**config.mk**
```make
export PLATFORM = sky130hd
export DESIGN_NAME = corner_interp_tile_max_finder_core
export DESIGN_NICKNAME = d
export VERILOG_FILES = /design/src/cit_pkg.sv /design/src/cit_cdiv.sv /design/src/cit_ctrl.sv /design/src/cit_datapath.sv /design/src/corner_interp_tile_max_finder_core.sv
export VERILOG_INCLUDE_DIRS = /design/src /design/src/src
export SDC_FILE = /design/constraint.sdc
export NUM_CORES = 2
export LEC_CHECK = 0
export ABC_AREA = 1
export BUFFER_PORTS_ARGS = -buffer_cell sky130_fd_sc_hd__buf_2
export CELL_PAD_IN_SITES_DETAIL_PLACEMENT = 0
export CELL_PAD_IN_SITES_GLOBAL_PLACEMENT = 2
export CORE_MARGIN = 1
export CORE_UTILIZATION = 37
export DETAILED_ROUTE_END_ITERATION = 16
export PLACE_DENSITY_LB_ADDON = 0.1
export SYNTH_ARGS = -nofsm -noshare
export SYNTH_HDL_FRONTEND = slang
export SYNTH_HIERARCHICAL = 1
export SYNTH_SLANG_ARGS = --single-unit
```
**constraint.sdc**
```tcl
create_clock -name clk -period 7 [get_ports clk]
set_input_delay 0.7 -clock clk [delete_from_list [all_inputs] [get_ports clk]]
set_output_delay 0.7 -clock clk [all_outputs]
set_load 0.02 [all_outputs]
```
**src/corner_interp_tile_max_finder_core_defines.svh**
```systemverilog
`ifndef CORNER_INTERP_TILE_MAX_FINDER_CORE_DEFINES_SVH
`define CORNER_INTERP_TILE_MAX_FINDER_CORE_DEFINES_SVH

// Same-cycle implication, sampled on clk and held off while rst_n is low.
`define CIT_ASSERT_IMP(label, ante, cons, msg) \
    label: assert property (@(posedge clk) disable iff (!rst_n) (ante) |-> (cons)) \
        else $error(msg);

// Next-cycle implication, sampled on clk and held off while rst_n is low.
`define CIT_ASSERT_NXT(label, ante, cons, msg) \
    label: assert property (@(posedge clk) disable iff (!rst_n) (ante) |=> (cons)) \
        else $error(msg);

`endif

```
**src/cit_pkg.sv**
```systemverilog
`default_nettype none

package cit_pkg;

    localparam int READING_W  = 10;
    localparam int TILE_IDX_W = 5;
    localparam int CENTER_W   = 9;
    localparam int BEST_SUM_W = 18;

    typedef struct packed {
        logic [READING_W-1:0] corner_top_left;
        logic [READING_W-1:0] corner_top_right;
        logic [READING_W-1:0] corner_bottom_left;
        logic [READING_W-1:0] corner_bottom_right;
    } corners_t;

    typedef struct packed {
        logic                  found;
        logic [TILE_IDX_W-1:0] best_tile_row;
        logic [TILE_IDX_W-1:0] best_tile_col;
        logic [CENTER_W-1:0]   center_row;
        logic [CENTER_W-1:0]   center_col;
        logic [BEST_SUM_W-1:0] best_sum;
    } result_t;

    // Commands from the controller to the datapath.
    typedef struct packed {
        logic start;
        logic issue;
        logic tile_last;
        logic item_last;
        logic load_out;
    } cmd_t;

endpackage

`default_nettype wire

```
**src/cit_cdiv.sv**
```systemverilog
`default_nettype none

module cit_cdiv #(
    parameter int XW  = 19,
    parameter int DIV = 300,
    parameter int QW  = 10
) (
    input  logic          clk,
    input  logic [XW-1:0] x,
    output logic [QW-1:0] q
);

    // The reciprocal estimate is never above the true quotient and at most one
    // below it, since x stays under 2^XW; one compare and add fixes it.
    localparam logic [XW:0]   POW   = {1'b1, {XW{1'b0}}};
    localparam logic [XW-1:0] RECIP = XW'(POW / (XW+1)'(DIV));
    localparam logic [XW-1:0] DIV_V = XW'(DIV);

    logic [2*XW-1:0] prod;
    logic [XW-1:0]   x_reg;
    logic [QW-1:0]   est_reg;
    logic [QW-1:0]   est_next;
    logic [XW-1:0]   rem;
    logic [QW-1:0]   q_reg;
    logic [QW-1:0]   q_next;

    assign prod     = (2*XW)'(x) * (2*XW)'(RECIP);
    assign est_next = QW'(prod[2*XW-1:XW]);

    assign rem    = x_reg - XW'(est_reg) * DIV_V;
    assign q_next = (rem >= DIV_V) ? est_reg + QW'(1) : est_reg;

    always_ff @(posedge clk)
    begin
        x_reg   <= x;
        est_reg <= est_next;
        q_reg   <= q_next;
    end

    assign q = q_reg;

endmodule

`default_nettype wire

```
**src/cit_ctrl.sv**
```systemverilog
`default_nettype none
`include "corner_interp_tile_max_finder_core_defines.svh"

module cit_ctrl #(
    parameter int MAP_EDGE  = 300,
    parameter int TILE_EDGE = 12,
    localparam int MW = $clog2(MAP_EDGE)
) (
    input  logic          clk,
    input  logic          rst_n,
    input  logic          corner_valid,
    output logic          corner_stall,
    output logic          result_valid,
    input  logic          result_stall,
    input  logic          done,
    output cit_pkg::cmd_t cmd,
    output logic [MW-1:0] row,
    output logic [MW-1:0] col,
    output logic [MW-1:0] ti,
    output logic [MW-1:0] tj
);

    import cit_pkg::*;

    localparam int NT = MAP_EDGE / TILE_EDGE;
    localparam int TW = $clog2(TILE_EDGE + 1);
    localparam logic HAS_TILES = (NT > 0);
    localparam logic [TW-1:0] T_LAST  = TW'(TILE_EDGE - 1);
    localparam logic [MW-1:0] NT_LAST = MW'(NT - 1);

    localparam logic [1:0] ST_IDLE  = 2'd0;
    localparam logic [1:0] ST_RUN   = 2'd1;
    localparam logic [1:0] ST_DRAIN = 2'd2;
    localparam logic [1:0] ST_FIN   = 2'd3;

    logic [1:0]    state_reg,    state_next;
    logic [TW-1:0] cc_reg,       cc_next;
    logic [TW-1:0] rr_reg,       rr_next;
    logic [MW-1:0] tj_reg,       tj_next;
    logic [MW-1:0] ti_reg,       ti_next;
    logic [MW-1:0] row_reg,      row_next;
    logic [MW-1:0] col_reg,      col_next;
    logic [MW-1:0] row_base_reg, row_base_next;
    logic [MW-1:0] col_base_reg, col_base_next;
    logic          out_valid_reg, out_valid_next;

    logic          tile_last;
    logic          item_last;
    logic          load_out;
    logic [MW-1:0] row_step;
    logic [MW-1:0] col_step;

    assign tile_last = (cc_reg == T_LAST) && (rr_reg == T_LAST);
    assign item_last = tile_last && (tj_reg == NT_LAST) && (ti_reg == NT_LAST);
    assign load_out  = (state_reg == ST_FIN) && (!out_valid_reg || !result_stall);
    assign row_step  = MW'((MW+1)'(row_base_reg) + (MW+1)'(TILE_EDGE));
    assign col_step  = MW'((MW+1)'(col_base_reg) + (MW+1)'(TILE_EDGE));

    always_comb
    begin
        cmd.start     = corner_valid && (state_reg == ST_IDLE);
        cmd.issue     = (state_reg == ST_RUN);
        cmd.tile_last = tile_last;
        cmd.item_last = item_last;
        cmd.load_out  = load_out;
    end

    always_comb
    begin
        state_next    = state_reg;
        cc_next       = cc_reg;
        rr_next       = rr_reg;
        tj_next       = tj_reg;
        ti_next       = ti_reg;
        row_next      = row_reg;
        col_next      = col_reg;
        row_base_next = row_base_reg;
        col_base_next = col_base_reg;
        unique case (state_reg)
            ST_IDLE:
            begin
                cc_next       = '0;
                rr_next       = '0;
                tj_next       = '0;
                ti_next       = '0;
                row_next      = '0;
                col_next      = '0;
                row_base_next = '0;
                col_base_next = '0;
                if (corner_valid)
                begin
                    state_next = HAS_TILES ? ST_RUN : ST_FIN;
                end
            end
            ST_RUN:
            begin
                // Cells go out tile by tile, row-major inside each tile.
                if (cc_reg != T_LAST)
                begin
                    cc_next  = cc_reg + TW'(1);
                    col_next = col_reg + MW'(1);
                end
                else
                begin
                    cc_next = '0;
                    if (rr_reg != T_LAST)
                    begin
                        rr_next  = rr_reg + TW'(1);
                        row_next = row_reg + MW'(1);
                        col_next = col_base_reg;
                    end
                    else
                    begin
                        rr_next = '0;
                        if (tj_reg != NT_LAST)
                        begin
                            tj_next       = tj_reg + MW'(1);
                            col_base_next = col_step;
                            col_next      = col_step;
                            row_next      = row_base_reg;
                        end
                        else
                        begin
                            tj_next       = '0;
                            col_base_next = '0;
                            col_next      = '0;
                            if (ti_reg != NT_LAST)
                            begin
                                ti_next       = ti_reg + MW'(1);
                                row_base_next = row_step;
                                row_next      = row_step;
                            end
                            else
                            begin
                                ti_next       = '0;
                                row_base_next = '0;
                                row_next      = '0;
                                state_next    = ST_DRAIN;
                            end
                        end
                    end
                end
            end
            ST_DRAIN:
            begin
                if (done)
                begin
                    state_next = ST_FIN;
                end
            end
            ST_FIN:
            begin
                if (load_out)
                begin
                    state_next = ST_IDLE;
                end
            end
            default:
            begin
                state_next = ST_IDLE;
            end
        endcase
    end

    always_comb
    begin
        out_valid_next = out_valid_reg;
        if (load_out)
        begin
            out_valid_next = 1'b1;
        end
        else if (!result_stall)
        begin
            out_valid_next = 1'b0;
        end
    end

    always_ff @(posedge clk or negedge rst_n)
    begin
        if (!rst_n)
        begin
            state_reg     <= ST_IDLE;
            cc_reg        <= '0;
            rr_reg        <= '0;
            tj_reg        <= '0;
            ti_reg        <= '0;
            row_reg       <= '0;
            col_reg       <= '0;
            row_base_reg  <= '0;
            col_base_reg  <= '0;
            out_valid_reg <= 1'b0;
        end
        else
        begin
            state_reg     <= state_next;
            cc_reg        <= cc_next;
            rr_reg        <= rr_next;
            tj_reg        <= tj_next;
            ti_reg        <= ti_next;
            row_reg       <= row_next;
            col_reg       <= col_next;
            row_base_reg  <= row_base_next;
            col_base_reg  <= col_base_next;
            out_valid_reg <= out_valid_next;
        end
    end

    assign corner_stall = (state_reg != ST_IDLE);
    assign result_valid = out_valid_reg;
    assign row          = row_reg;
    assign col          = col_reg;
    assign ti           = ti_reg;
    assign tj           = tj_reg;

    `CIT_ASSERT_IMP(a_done_in_drain, done, state_reg == ST_DRAIN, "map completion outside drain")
    `CIT_ASSERT_NXT(a_last_cell_ends_run, cmd.issue && cmd.item_last, !cmd.issue, "cell after last")
    `CIT_ASSERT_NXT(a_first_cell_at_origin, cmd.start,
        row == '0 && col == '0 && ti == '0 && tj == '0, "first cell not at map origin")

endmodule

`default_nettype wire

```
**src/cit_datapath.sv**
```systemverilog
`default_nettype none

module cit_datapath #(
    parameter int MAP_EDGE  = 300,
    parameter int TILE_EDGE = 12,
    localparam int MW = $clog2(MAP_EDGE)
) (
    input  logic              clk,
    input  logic              rst_n,
    input  cit_pkg::cmd_t     cmd,
    input  logic [MW-1:0]     row,
    input  logic [MW-1:0]     col,
    input  logic [MW-1:0]     ti,
    input  logic [MW-1:0]     tj,
    input  cit_pkg::corners_t corners,
    output logic              done,
    output cit_pkg::result_t  result
);

    import cit_pkg::*;

    localparam int CELL_W = READING_W + 1;
    localparam int NUMW   = READING_W + MW;
    localparam int WW     = 2 * MW + 2;
    localparam int PW     = READING_W + WW;
    localparam int SUMW   = CELL_W + 2 * $clog2(TILE_EDGE + 1);
    localparam int QSW    = 2 * MW + 4;
    localparam int DEPTH  = 9;
    localparam int H2     = MAP_EDGE / 2;
    localparam int HALF   = (TILE_EDGE + 1) / 2;

    localparam logic [MW-1:0]         EDGE_LAST = MW'(MAP_EDGE - 1);
    localparam logic [WW-1:0]         NSQ       = WW'(MAP_EDGE * MAP_EDGE);
    localparam logic signed [QSW-1:0] ONE_S     = 1;
    localparam logic [31:0] TILE_IDX_MAX = 32'((1 << TILE_IDX_W) - 1);
    localparam logic [31:0] CENTER_MAX   = 32'((1 << CENTER_W) - 1);
    localparam logic [31:0] BEST_MAX     = 32'((1 << BEST_SUM_W) - 1);

    typedef struct packed {
        logic          valid;
        logic          tile_last;
        logic          item_last;
        logic          c_last;
        logic [MW-1:0] row;
        logic [MW-1:0] ti;
        logic [MW-1:0] tj;
    } side_t;

    // lo*N + (hi-lo)*pos, which equals lo*(N-pos) + hi*pos and is never negative.
    function automatic logic [NUMW-1:0] interp_num(input logic [READING_W-1:0] lo,
                                                   input logic [READING_W-1:0] hi,
                                                   input logic [MW-1:0] pos);
        logic signed [NUMW+1:0] base_s;
        logic signed [NUMW+1:0] diff_s;
        logic signed [NUMW+1:0] pos_s;
        logic signed [NUMW+1:0] sum_s;
        base_s = signed'((NUMW+2)'(lo) * (NUMW+2)'(MAP_EDGE));
        diff_s = signed'((NUMW+2)'(hi)) - signed'((NUMW+2)'(lo));
        pos_s  = signed'((NUMW+2)'(pos));
        sum_s  = base_s + diff_s * pos_s;
        return NUMW'(sum_s);
    endfunction

    // (pos-(N/2-1))*(pos-N/2) written as a*(a+1) with a = pos-N/2.
    function automatic logic [WW-1:0] qterm(input logic [MW-1:0] pos);
        logic signed [QSW-1:0] a_s;
        logic signed [QSW-1:0] p_s;
        a_s = signed'(QSW'(pos)) - signed'(QSW'(H2));
        p_s = a_s * (a_s + ONE_S);
        return WW'(p_s);
    endfunction

    function automatic logic [31:0] sat_to(input logic [31:0] v, input logic [31:0] lim);
        return (v > lim) ? lim : v;
    endfunction

    side_t             side_in;
    side_t             side_reg [1:DEPTH];
    corners_t          corners_reg;

    logic [NUMW-1:0]   topn_reg, topn_next;
    logic [NUMW-1:0]   botn_reg, botn_next;
    logic [WW-1:0]     qa_reg,   qa_next;
    logic [WW-1:0]     qb_reg,   qb_next;
    logic [WW-1:0]     w_reg [2:6];
    logic [WW-1:0]     w_next;

    logic [READING_W-1:0] top_q, bot_q, top_v, bot_v;
    logic [NUMW-1:0]   vn_reg, vn_next;
    logic [READING_W-1:0] bot_reg [4:6];
    logic [READING_W-1:0] v_q, v_sel;
    logic [PW-1:0]     p_reg, p_next;
    logic [CELL_W-1:0] wt_cell;

    logic [SUMW-1:0]   tile_sum;
    logic [SUMW-1:0]   acc_reg,  acc_next;
    logic [SUMW-1:0]   best_reg, best_next;
    logic [MW-1:0]     bti_reg,  bti_next;
    logic [MW-1:0]     btj_reg,  btj_next;
    logic              done_reg, done_next;

    logic [31:0]       row1, col1, crow, ccol;
    logic [31:0]       row_s, col_s, crow_s, ccol_s, bsum_s;
    result_t           result_reg, result_next;

    // Stage 1: edge-row numerators and the two halves of the weight term.
    always_comb
    begin
        side_in.valid     = cmd.issue;
        side_in.tile_last = cmd.tile_last;
        side_in.item_last = cmd.item_last;
        side_in.c_last    = (col == EDGE_LAST);
        side_in.row       = row;
        side_in.ti        = ti;
        side_in.tj        = tj;
        topn_next = interp_num(corners_reg.corner_top_left, corners_reg.corner_top_right, col);
        botn_next = interp_num(corners_reg.corner_bottom_left,
                               corners_reg.corner_bottom_right, col);
        qa_next   = qterm(row);
        qb_next   = qterm(col);
        w_next    = ((qa_reg + qb_reg) << 1) + NSQ;
    end

    cit_cdiv #(.XW(NUMW), .DIV(MAP_EDGE), .QW(READING_W)) u_div_top (
        .clk (clk),
        .x   (topn_reg),
        .q   (top_q)
    );

    cit_cdiv #(.XW(NUMW), .DIV(MAP_EDGE), .QW(READING_W)) u_div_bot (
        .clk (clk),
        .x   (botn_reg),
        .q   (bot_q)
    );

    // Stage 3 out: the last column keeps the right-hand corners exactly.
    always_comb
    begin
        top_v   = side_reg[3].c_last ? corners_reg.corner_top_right : top_q;
        bot_v   = side_reg[3].c_last ? corners_reg.corner_bottom_right : bot_q;
        vn_next = interp_num(top_v, bot_v, side_reg[3].row);
    end

    cit_cdiv #(.XW(NUMW), .DIV(MAP_EDGE), .QW(READING_W)) u_div_col (
        .clk (clk),
        .x   (vn_reg),
        .q   (v_q)
    );

    // Stage 6 out: the bottom row takes the edge value unchanged.
    always_comb
    begin
        v_sel  = (side_reg[6].row == EDGE_LAST) ? bot_reg[6] : v_q;
        p_next = PW'(v_sel) * PW'(w_reg[6]);
    end

    cit_cdiv #(.XW(PW), .DIV(2 * MAP_EDGE * MAP_EDGE), .QW(CELL_W)) u_div_wt (
        .clk (clk),
        .x   (p_reg),
        .q   (wt_cell)
    );

    // Stage 10: tile accumulation and running maximum; ties keep the earlier tile.
    assign tile_sum = acc_reg + SUMW'(wt_cell);

    always_comb
    begin
        acc_next  = acc_reg;
        best_next = best_reg;
        bti_next  = bti_reg;
        btj_next  = btj_reg;
        done_next = 1'b0;
        if (cmd.start)
        begin
            acc_next  = '0;
            best_next = '0;
            bti_next  = '0;
            btj_next  = '0;
        end
        else if (side_reg[DEPTH].valid)
        begin
            done_next = side_reg[DEPTH].item_last;
            if (side_reg[DEPTH].tile_last)
            begin
                acc_next = '0;
                if (tile_sum > best_reg)
                begin
                    best_next = tile_sum;
                    bti_next  = side_reg[DEPTH].ti;
                    btj_next  = side_reg[DEPTH].tj;
                end
            end
            else
            begin
                acc_next = tile_sum;
            end
        end
    end

    always_comb
    begin
        row1   = 32'(bti_reg) + 32'd1;
        col1   = 32'(btj_reg) + 32'd1;
        crow   = row1 * 32'(TILE_EDGE) - 32'(HALF);
        ccol   = col1 * 32'(TILE_EDGE) - 32'(HALF);
        row_s  = sat_to(row1, TILE_IDX_MAX);
        col_s  = sat_to(col1, TILE_IDX_MAX);
        crow_s = sat_to(crow, CENTER_MAX);
        ccol_s = sat_to(ccol, CENTER_MAX);
        bsum_s = sat_to(32'(best_reg), BEST_MAX);
        result_next = '0;
        if (best_reg != '0)
        begin
            result_next.found         = 1'b1;
            result_next.best_tile_row = row_s[TILE_IDX_W-1:0];
            result_next.best_tile_col = col_s[TILE_IDX_W-1:0];
            result_next.center_row    = crow_s[CENTER_W-1:0];
            result_next.center_col    = ccol_s[CENTER_W-1:0];
            result_next.best_sum      = bsum_s[BEST_SUM_W-1:0];
        end
    end

    always_ff @(posedge clk or negedge rst_n)
    begin
        if (!rst_n)
        begin
            for (int k = 1; k <= DEPTH; k++)
            begin
                side_reg[k] <= '0;
            end
            done_reg <= 1'b0;
        end
        else
        begin
            side_reg[1] <= side_in;
            for (int k = 2; k <= DEPTH; k++)
            begin
                side_reg[k] <= side_reg[k-1];
            end
            done_reg <= done_next;
        end
    end

    always_ff @(posedge clk)
    begin
        if (cmd.start)
        begin
            corners_reg <= corners;
        end
        if (cmd.load_out)
        begin
            result_reg <= result_next;
        end
        topn_reg <= topn_next;
        botn_reg <= botn_next;
        qa_reg   <= qa_next;
        qb_reg   <= qb_next;
        w_reg[2] <= w_next;
        for (int k = 3; k <= 6; k++)
        begin
            w_reg[k] <= w_reg[k-1];
        end
        vn_reg     <= vn_next;
        bot_reg[4] <= bot_v;
        bot_reg[5] <= bot_reg[4];
        bot_reg[6] <= bot_reg[5];
        p_reg      <= p_next;
        acc_reg    <= acc_next;
        best_reg   <= best_next;
        bti_reg    <= bti_next;
        btj_reg    <= btj_next;
    end

    assign done   = done_reg;
    assign result = result_reg;

endmodule

`default_nettype wire

```
**src/corner_interp_tile_max_finder_core.sv**
```systemverilog
// Each accepted corner word yields one result word once the map's C cells are processed, where
// C = ((MAP_EDGE/TILE_EDGE)*TILE_EDGE)^2 cells in whole tiles (90000 at defaults).
// Throughput: one corner word at a time; the cell sequencer feeds one cell per cycle
// into a 10-stage weighting pipeline, and a waiting result word does not block the next input.
// Reset: rst_n (asynchronous, active low) clears the controller, pipeline valid flags and
// the result valid; no memory needs clearing.
`default_nettype none

module corner_interp_tile_max_finder_core #(
    parameter int MAP_EDGE  = 300,
    parameter int TILE_EDGE = 12
) (
    input  logic              clk,
    input  logic              rst_n,
    input  logic              corner_valid,
    output logic              corner_stall,
    input  cit_pkg::corners_t corners,
    output logic              result_valid,
    input  logic              result_stall,
    output cit_pkg::result_t  result
);

    import cit_pkg::*;

    localparam int MW = $clog2(MAP_EDGE);

    cmd_t          cmd;
    logic          done;
    logic [MW-1:0] row;
    logic [MW-1:0] col;
    logic [MW-1:0] ti;
    logic [MW-1:0] tj;

    cit_ctrl #(.MAP_EDGE(MAP_EDGE), .TILE_EDGE(TILE_EDGE)) u_ctrl (
        .clk          (clk),
        .rst_n        (rst_n),
        .corner_valid (corner_valid),
        .corner_stall (corner_stall),
        .result_valid (result_valid),
        .result_stall (result_stall),
        .done         (done),
        .cmd          (cmd),
        .row          (row),
        .col          (col),
        .ti           (ti),
        .tj           (tj)
    );

    cit_datapath #(.MAP_EDGE(MAP_EDGE), .TILE_EDGE(TILE_EDGE)) u_datapath (
        .clk     (clk),
        .rst_n   (rst_n),
        .cmd     (cmd),
        .row     (row),
        .col     (col),
        .ti      (ti),
        .tj      (tj),
        .corners (corners),
        .done    (done),
        .result  (result)
    );

endmodule

`default_nettype wire
```
==> impl_results.html <==
<table>
<tr><th>Metric</th><th>Value</th></tr>
<tr><th colspan="2">Global routing</th></tr>
<tr><td>Overflow left after global routing</td><td>0</td></tr>
<tr><td>Maximum number of pins on one net before global-route repair</td><td>154</td></tr>
<tr><td>GR Layer Usage met1</td><td>0.280</td></tr>
<tr><td>Initial antenna violation count</td><td>8</td></tr>
<tr><td>Busiest grt layer</td><td>met2</td></tr>
<tr><td>Met3 capacity usage during global routing</td><td>0.0181</td></tr>
<tr><td>GR Layer Usage met2</td><td>0.330</td></tr>
<tr><td>Number of global-route vias before repair</td><td>70200</td></tr>
<tr><td>Overall global routing resource usage</td><td>0.198</td></tr>
<tr><td>First-pass GRT wire length</td><td>about 390 mm</td></tr>
<tr><th colspan="2">Yosys</th></tr>
<tr><td>Library cell occupying the most area in the post-synthesis netlist</td><td>sky130_fd_sc_hd__fa_1</td></tr>
<tr><td>Register bit total from synthesis</td><td>853</td></tr>
<tr><td>Top flip-flop cell by instance count after synthesis</td><td>sky130_fd_sc_hd__dfxtp_1</td></tr>
<tr><td>Fraction of the yosys area taken by sequential cells</td><td>0.215</td></tr>
<tr><td>Mapped Cells</td><td>10700</td></tr>
<tr><td>List of most frequent post-synthesis cells</td><td>sky130_fd_sc_hd__inv_1, sky130_fd_sc_hd__nand2_1, sky130_fd_sc_hd__ha_1</td></tr>
<tr><td>Most area-consuming cells after synthesis</td><td>sky130_fd_sc_hd__fa_1, sky130_fd_sc_hd__ha_1, sky130_fd_sc_hd__inv_1, sky130_fd_sc_hd__dfxtp_1, sky130_fd_sc_hd__dfrtp_1</td></tr>
<tr><td>Share of synthesized registers carrying an async set or reset</td><td>0.366</td></tr>
<tr><td>Distinct cells, synth</td><td>69</td></tr>
<tr><td>Synthesized area</td><td>about 91000 um^2</td></tr>
<tr><td>Area fraction of the dominant cell type after synthesis</td><td>0.241</td></tr>
<tr><td>Count of yosys warnings during synthesis</td><td>6</td></tr>
<tr><td>Post-synth EDFFs</td><td>86</td></tr>
<tr><td>Most common cell in the netlist</td><td>sky130_fd_sc_hd__inv_1</td></tr>
<tr><td>Post-Synthesis Mean Instance Area</td><td>8.49 um^2</td></tr>
<tr><th colspan="2">Timing</th></tr>
<tr><td>Fmax achieved</td><td>~150 MHz</td></tr>
<tr><td>Min cycle time layout</td><td>roughly 6700 ps</td></tr>
<tr><td>Final Max Slew Viols</td><td>0</td></tr>
<tr><td>Final worst-path cycle share</td><td>0.955</td></tr>
<tr><td>Min Hold Slack</td><td>148 ps</td></tr>
<tr><td>Final setup skew</td><td>92.6 ps</td></tr>
<tr><td>Transition time of the tightest slew-check pin</td><td>~1100 ps</td></tr>
<tr><td>Worst rel slew slack</td><td>0.290</td></tr>
<tr><td>Unrepaired setup endpoints after global routing</td><td>yes</td></tr>
<tr><td>Number of setup violations in the final report</td><td>0</td></tr>
<tr><td>Number of hold violations in the final report</td><td>0</td></tr>
<tr><th colspan="2">Floorplan</th></tr>
<tr><td>Std-Cell Rows</td><td>181</td></tr>
<tr><td>Effective utilization at floorplan</td><td>0.372</td></tr>
<tr><td>Height of the die</td><td>497 um</td></tr>
<tr><td>Top-level port count</td><td>between 90 and 100</td></tr>
<tr><td>Area enclosed by the die boundary</td><td>247000 um^2</td></tr>
<tr><td>Die width</td><td>between 400 and 500 um</td></tr>
<tr><td>Floorplan core area</td><td>243000 um^2</td></tr>
<tr><th colspan="2">Finish</th></tr>
<tr><td>Area Growth Syn to Fin</td><td>10.1%</td></tr>
<tr><td>Core occupancy in the finished layout</td><td>0.410</td></tr>
<tr><td>Number of flip-flops in the largest register</td><td>246</td></tr>
<tr><td>Number of nets in the finished design</td><td>13300</td></tr>
<tr><td>Share of final-layout standard cells stronger than drive strength 1</td><td>0.0623</td></tr>
<tr><td>Final cell count without fillers</td><td>14200</td></tr>
<tr><td>Final design area excluding fillers</td><td>about 100000 um^2</td></tr>
<tr><td>Filler instances</td><td>24800</td></tr>
<tr><th colspan="2">Detailed routing</th></tr>
<tr><td>Routed vias</td><td>66800</td></tr>
<tr><td>Avg WL per Cell</td><td>17.0 um</td></tr>
<tr><td>Total length of routed wires</td><td>~240 mm</td></tr>
<tr><td>First-pass DRT Iterations</td><td>6</td></tr>
<tr><td>Remaining DRCs</td><td>0</td></tr>
<tr><td>ANT nets after route</td><td>0</td></tr>
<tr><td>Via density per instance</td><td>between 4 and 5</td></tr>
<tr><td>DRC marker count from the first detailed-route iteration</td><td>3016</td></tr>
<tr><th colspan="2">Clock network</th></tr>
<tr><td>Total clock buffers created by CTS</td><td>roughly 100</td></tr>
<tr><td>Clock H-tree levels</td><td>3</td></tr>
<tr><td>Clock tree from TritonCTS</td><td>built</td></tr>
<tr><td>Root Buffer</td><td>sky130_fd_sc_hd__clkbuf_16</td></tr>
<tr><td>Buffers from clock root to sink, at most</td><td>3</td></tr>
<tr><td>Clock-pin slew on the worst setup and hold paths</td><td>approximately 60 ps</td></tr>
<tr><td>Latest clock arrival within the worst-skew pair</td><td>780 ps</td></tr>
<tr><td>Clock sink total</td><td>roughly 850</td></tr>
<tr><th colspan="2">Placement</th></tr>
<tr><td>Placer congestion estimate</td><td>0.870</td></tr>
<tr><td>Placed Instance Area</td><td>95800 um^2</td></tr>
<tr><td>Count of input and output buffers</td><td>92</td></tr>
<tr><td>Post-Place Cells</td><td>14000</td></tr>
<tr><td>Post-detail-place hpwl</td><td>roughly 210 mm</td></tr>
<tr><th colspan="2">Setup path</th></tr>
<tr><td>Startpoint class of the critical path</td><td>register</td></tr>
<tr><td>Delay of the slowest cell on the worst path</td><td>560 ps</td></tr>
<tr><td>Dominant cell type by count on the critical path</td><td>sky130_fd_sc_hd__nand2_1</td></tr>
<tr><td>Signal arrival time at the worst endpoint</td><td>7340 ps</td></tr>
<tr><td>Crit-path max FO</td><td>20</td></tr>
<tr><td>CP Data Required Time</td><td>between 7000 and 8000 ps</td></tr>
<tr><td>Element type at the critical path end</td><td>register</td></tr>
<tr><td>Cell type of the slowest stage on the worst timing path</td><td>sky130_fd_sc_hd__fa_1</td></tr>
<tr><td>Worst Path Class, Setup</td><td>register to register</td></tr>
<tr><td>Worst reg2reg path depth</td><td>31</td></tr>
<tr><th colspan="2">Hold path</th></tr>
<tr><td>Cell depth of the worst hold path</td><td>3</td></tr>
<tr><td>Type of the tightest min-delay check</td><td>input pin to register</td></tr>
<tr><th colspan="2">Outcome</th></tr>
<tr><td>Run status</td><td>completed</td></tr>
<tr><th colspan="2">Flow run</th></tr>
<tr><td># Max-Cap Violations</td><td>0</td></tr>
</table>
==> critical path: cells and delay by family (launching register included) <==
kind,cells,cell delay [ps]
AO/OA/AOI/OAI,8,1240
buffers and inverters,7,720
multiplexers,1,370
flip-flops,1,370
adder cells (fa/ha/maj),7,3180
AND/OR/NAND/NOR,8,710
==> layer usage <==
layer / wire length (um) / share of wire / up-vias
li1: - / - / 33500
met1: 117000 / 0.49 / 32300
met4: 4710 / 0.020 / 0
met5: 0 / 0 / -
met3: 6720 / 0.028 / 209
met2: 113000 / 0.47 / 832
==> repair_timing <==
action,in CTS,in global routing
endpoints found under the setup margin,0,32
hold endpoints to repair,70,0
gates resized for setup,0,70
hold buffers,1,0
buffers inserted,0,13
==> cell type report <==
type	instances	area (um^2)	share of cell area
inverters	2474	9300	0.0931
multi-input cells	7269	61600	0.617
repair buffers	246	1670	0.0167
diodes	5	12.5	0.000125
clock buffers	127	2850	0.0286
flip-flops and latches	853	19500	0.195
well taps	3202	4010	0.0401
clock inverters	65	865	0.00866
==> worst paths after layout <==
check / endpoint / slack (ps) / from
worst max-delay path: u_datapath/vn_reg[18]$_DFF_P_ / 310 / u_datapath/side_reg[213]$_DFF_PN0_
worst min-delay path: u_ctrl/result_valid$_DFFE_PN0P_ / 150 / result_stall
max in group asynchronous: u_datapath/side_reg[135]$_DFF_PN0_ / 5000 / rst_n
min in group asynchronous: u_datapath/side_reg[130]$_DFF_PN0_ / 510 / rst_n
worst min register to register: u_datapath/w_reg[0][34]$_DFF_P_ / 280 / u_datapath/w_reg[0][14]$_DFF_P_
worst max register to register: u_datapath/vn_reg[18]$_DFF_P_ / 310 / u_datapath/side_reg[213]$_DFF_PN0_
==> layout by cell type (no fill, tap or decap), drive strengths merged, types with 46 or more instances in the layout <==
master / synthesis / routed
edfxtp: 86 / 86
a21oi: 470 / 470
nand2: 2046 / 2046
nand3: 409 / 410
nor2: 827 / 827
clkinv: 14 / 46
nand4: 103 / 103
buf: 38 / 245
inv: 2460 / 2471
fa: 1092 / 1092
clkbuf: 60 / 127
nor3: 76 / 76
dfxtp: 455 / 455
o21ai: 254 / 254
xnor2: 148 / 148
ha: 1246 / 1246
xor2: 246 / 246
a21o: 52 / 52
dfrtp: 312 / 312
==> stage by stage <==
step / setup TNS (ps) / setup slack, ps
2_1_floorplan: 0 / 413
3_3_place_gp: 0 / 110
3_5_place_dp: 0 / 24.1
4_1_cts: 0 / 19.0
5_1_grt: -142 / -39.5
6_report: 0 / 313
==> logic make-up after synthesis <==
| family | after synthesis | share of synthesized area |
|---|---|---|
| other cells | 1 | 0.0000414 |
| mux | 8 | 0.000994 |
| fa+ha+maj | 2338 | 0.413 |
| xor+xnor | 394 | 0.0385 |
| buf+inv | 2572 | 0.108 |
| flops | 853 | 0.215 |
| compound gates | 943 | 0.0587 |
| simple gates | 3575 | 0.166 |
Power is not shown: default switching activity piles up to over one toggle a cycle in this logic, so the estimate is an artifact.
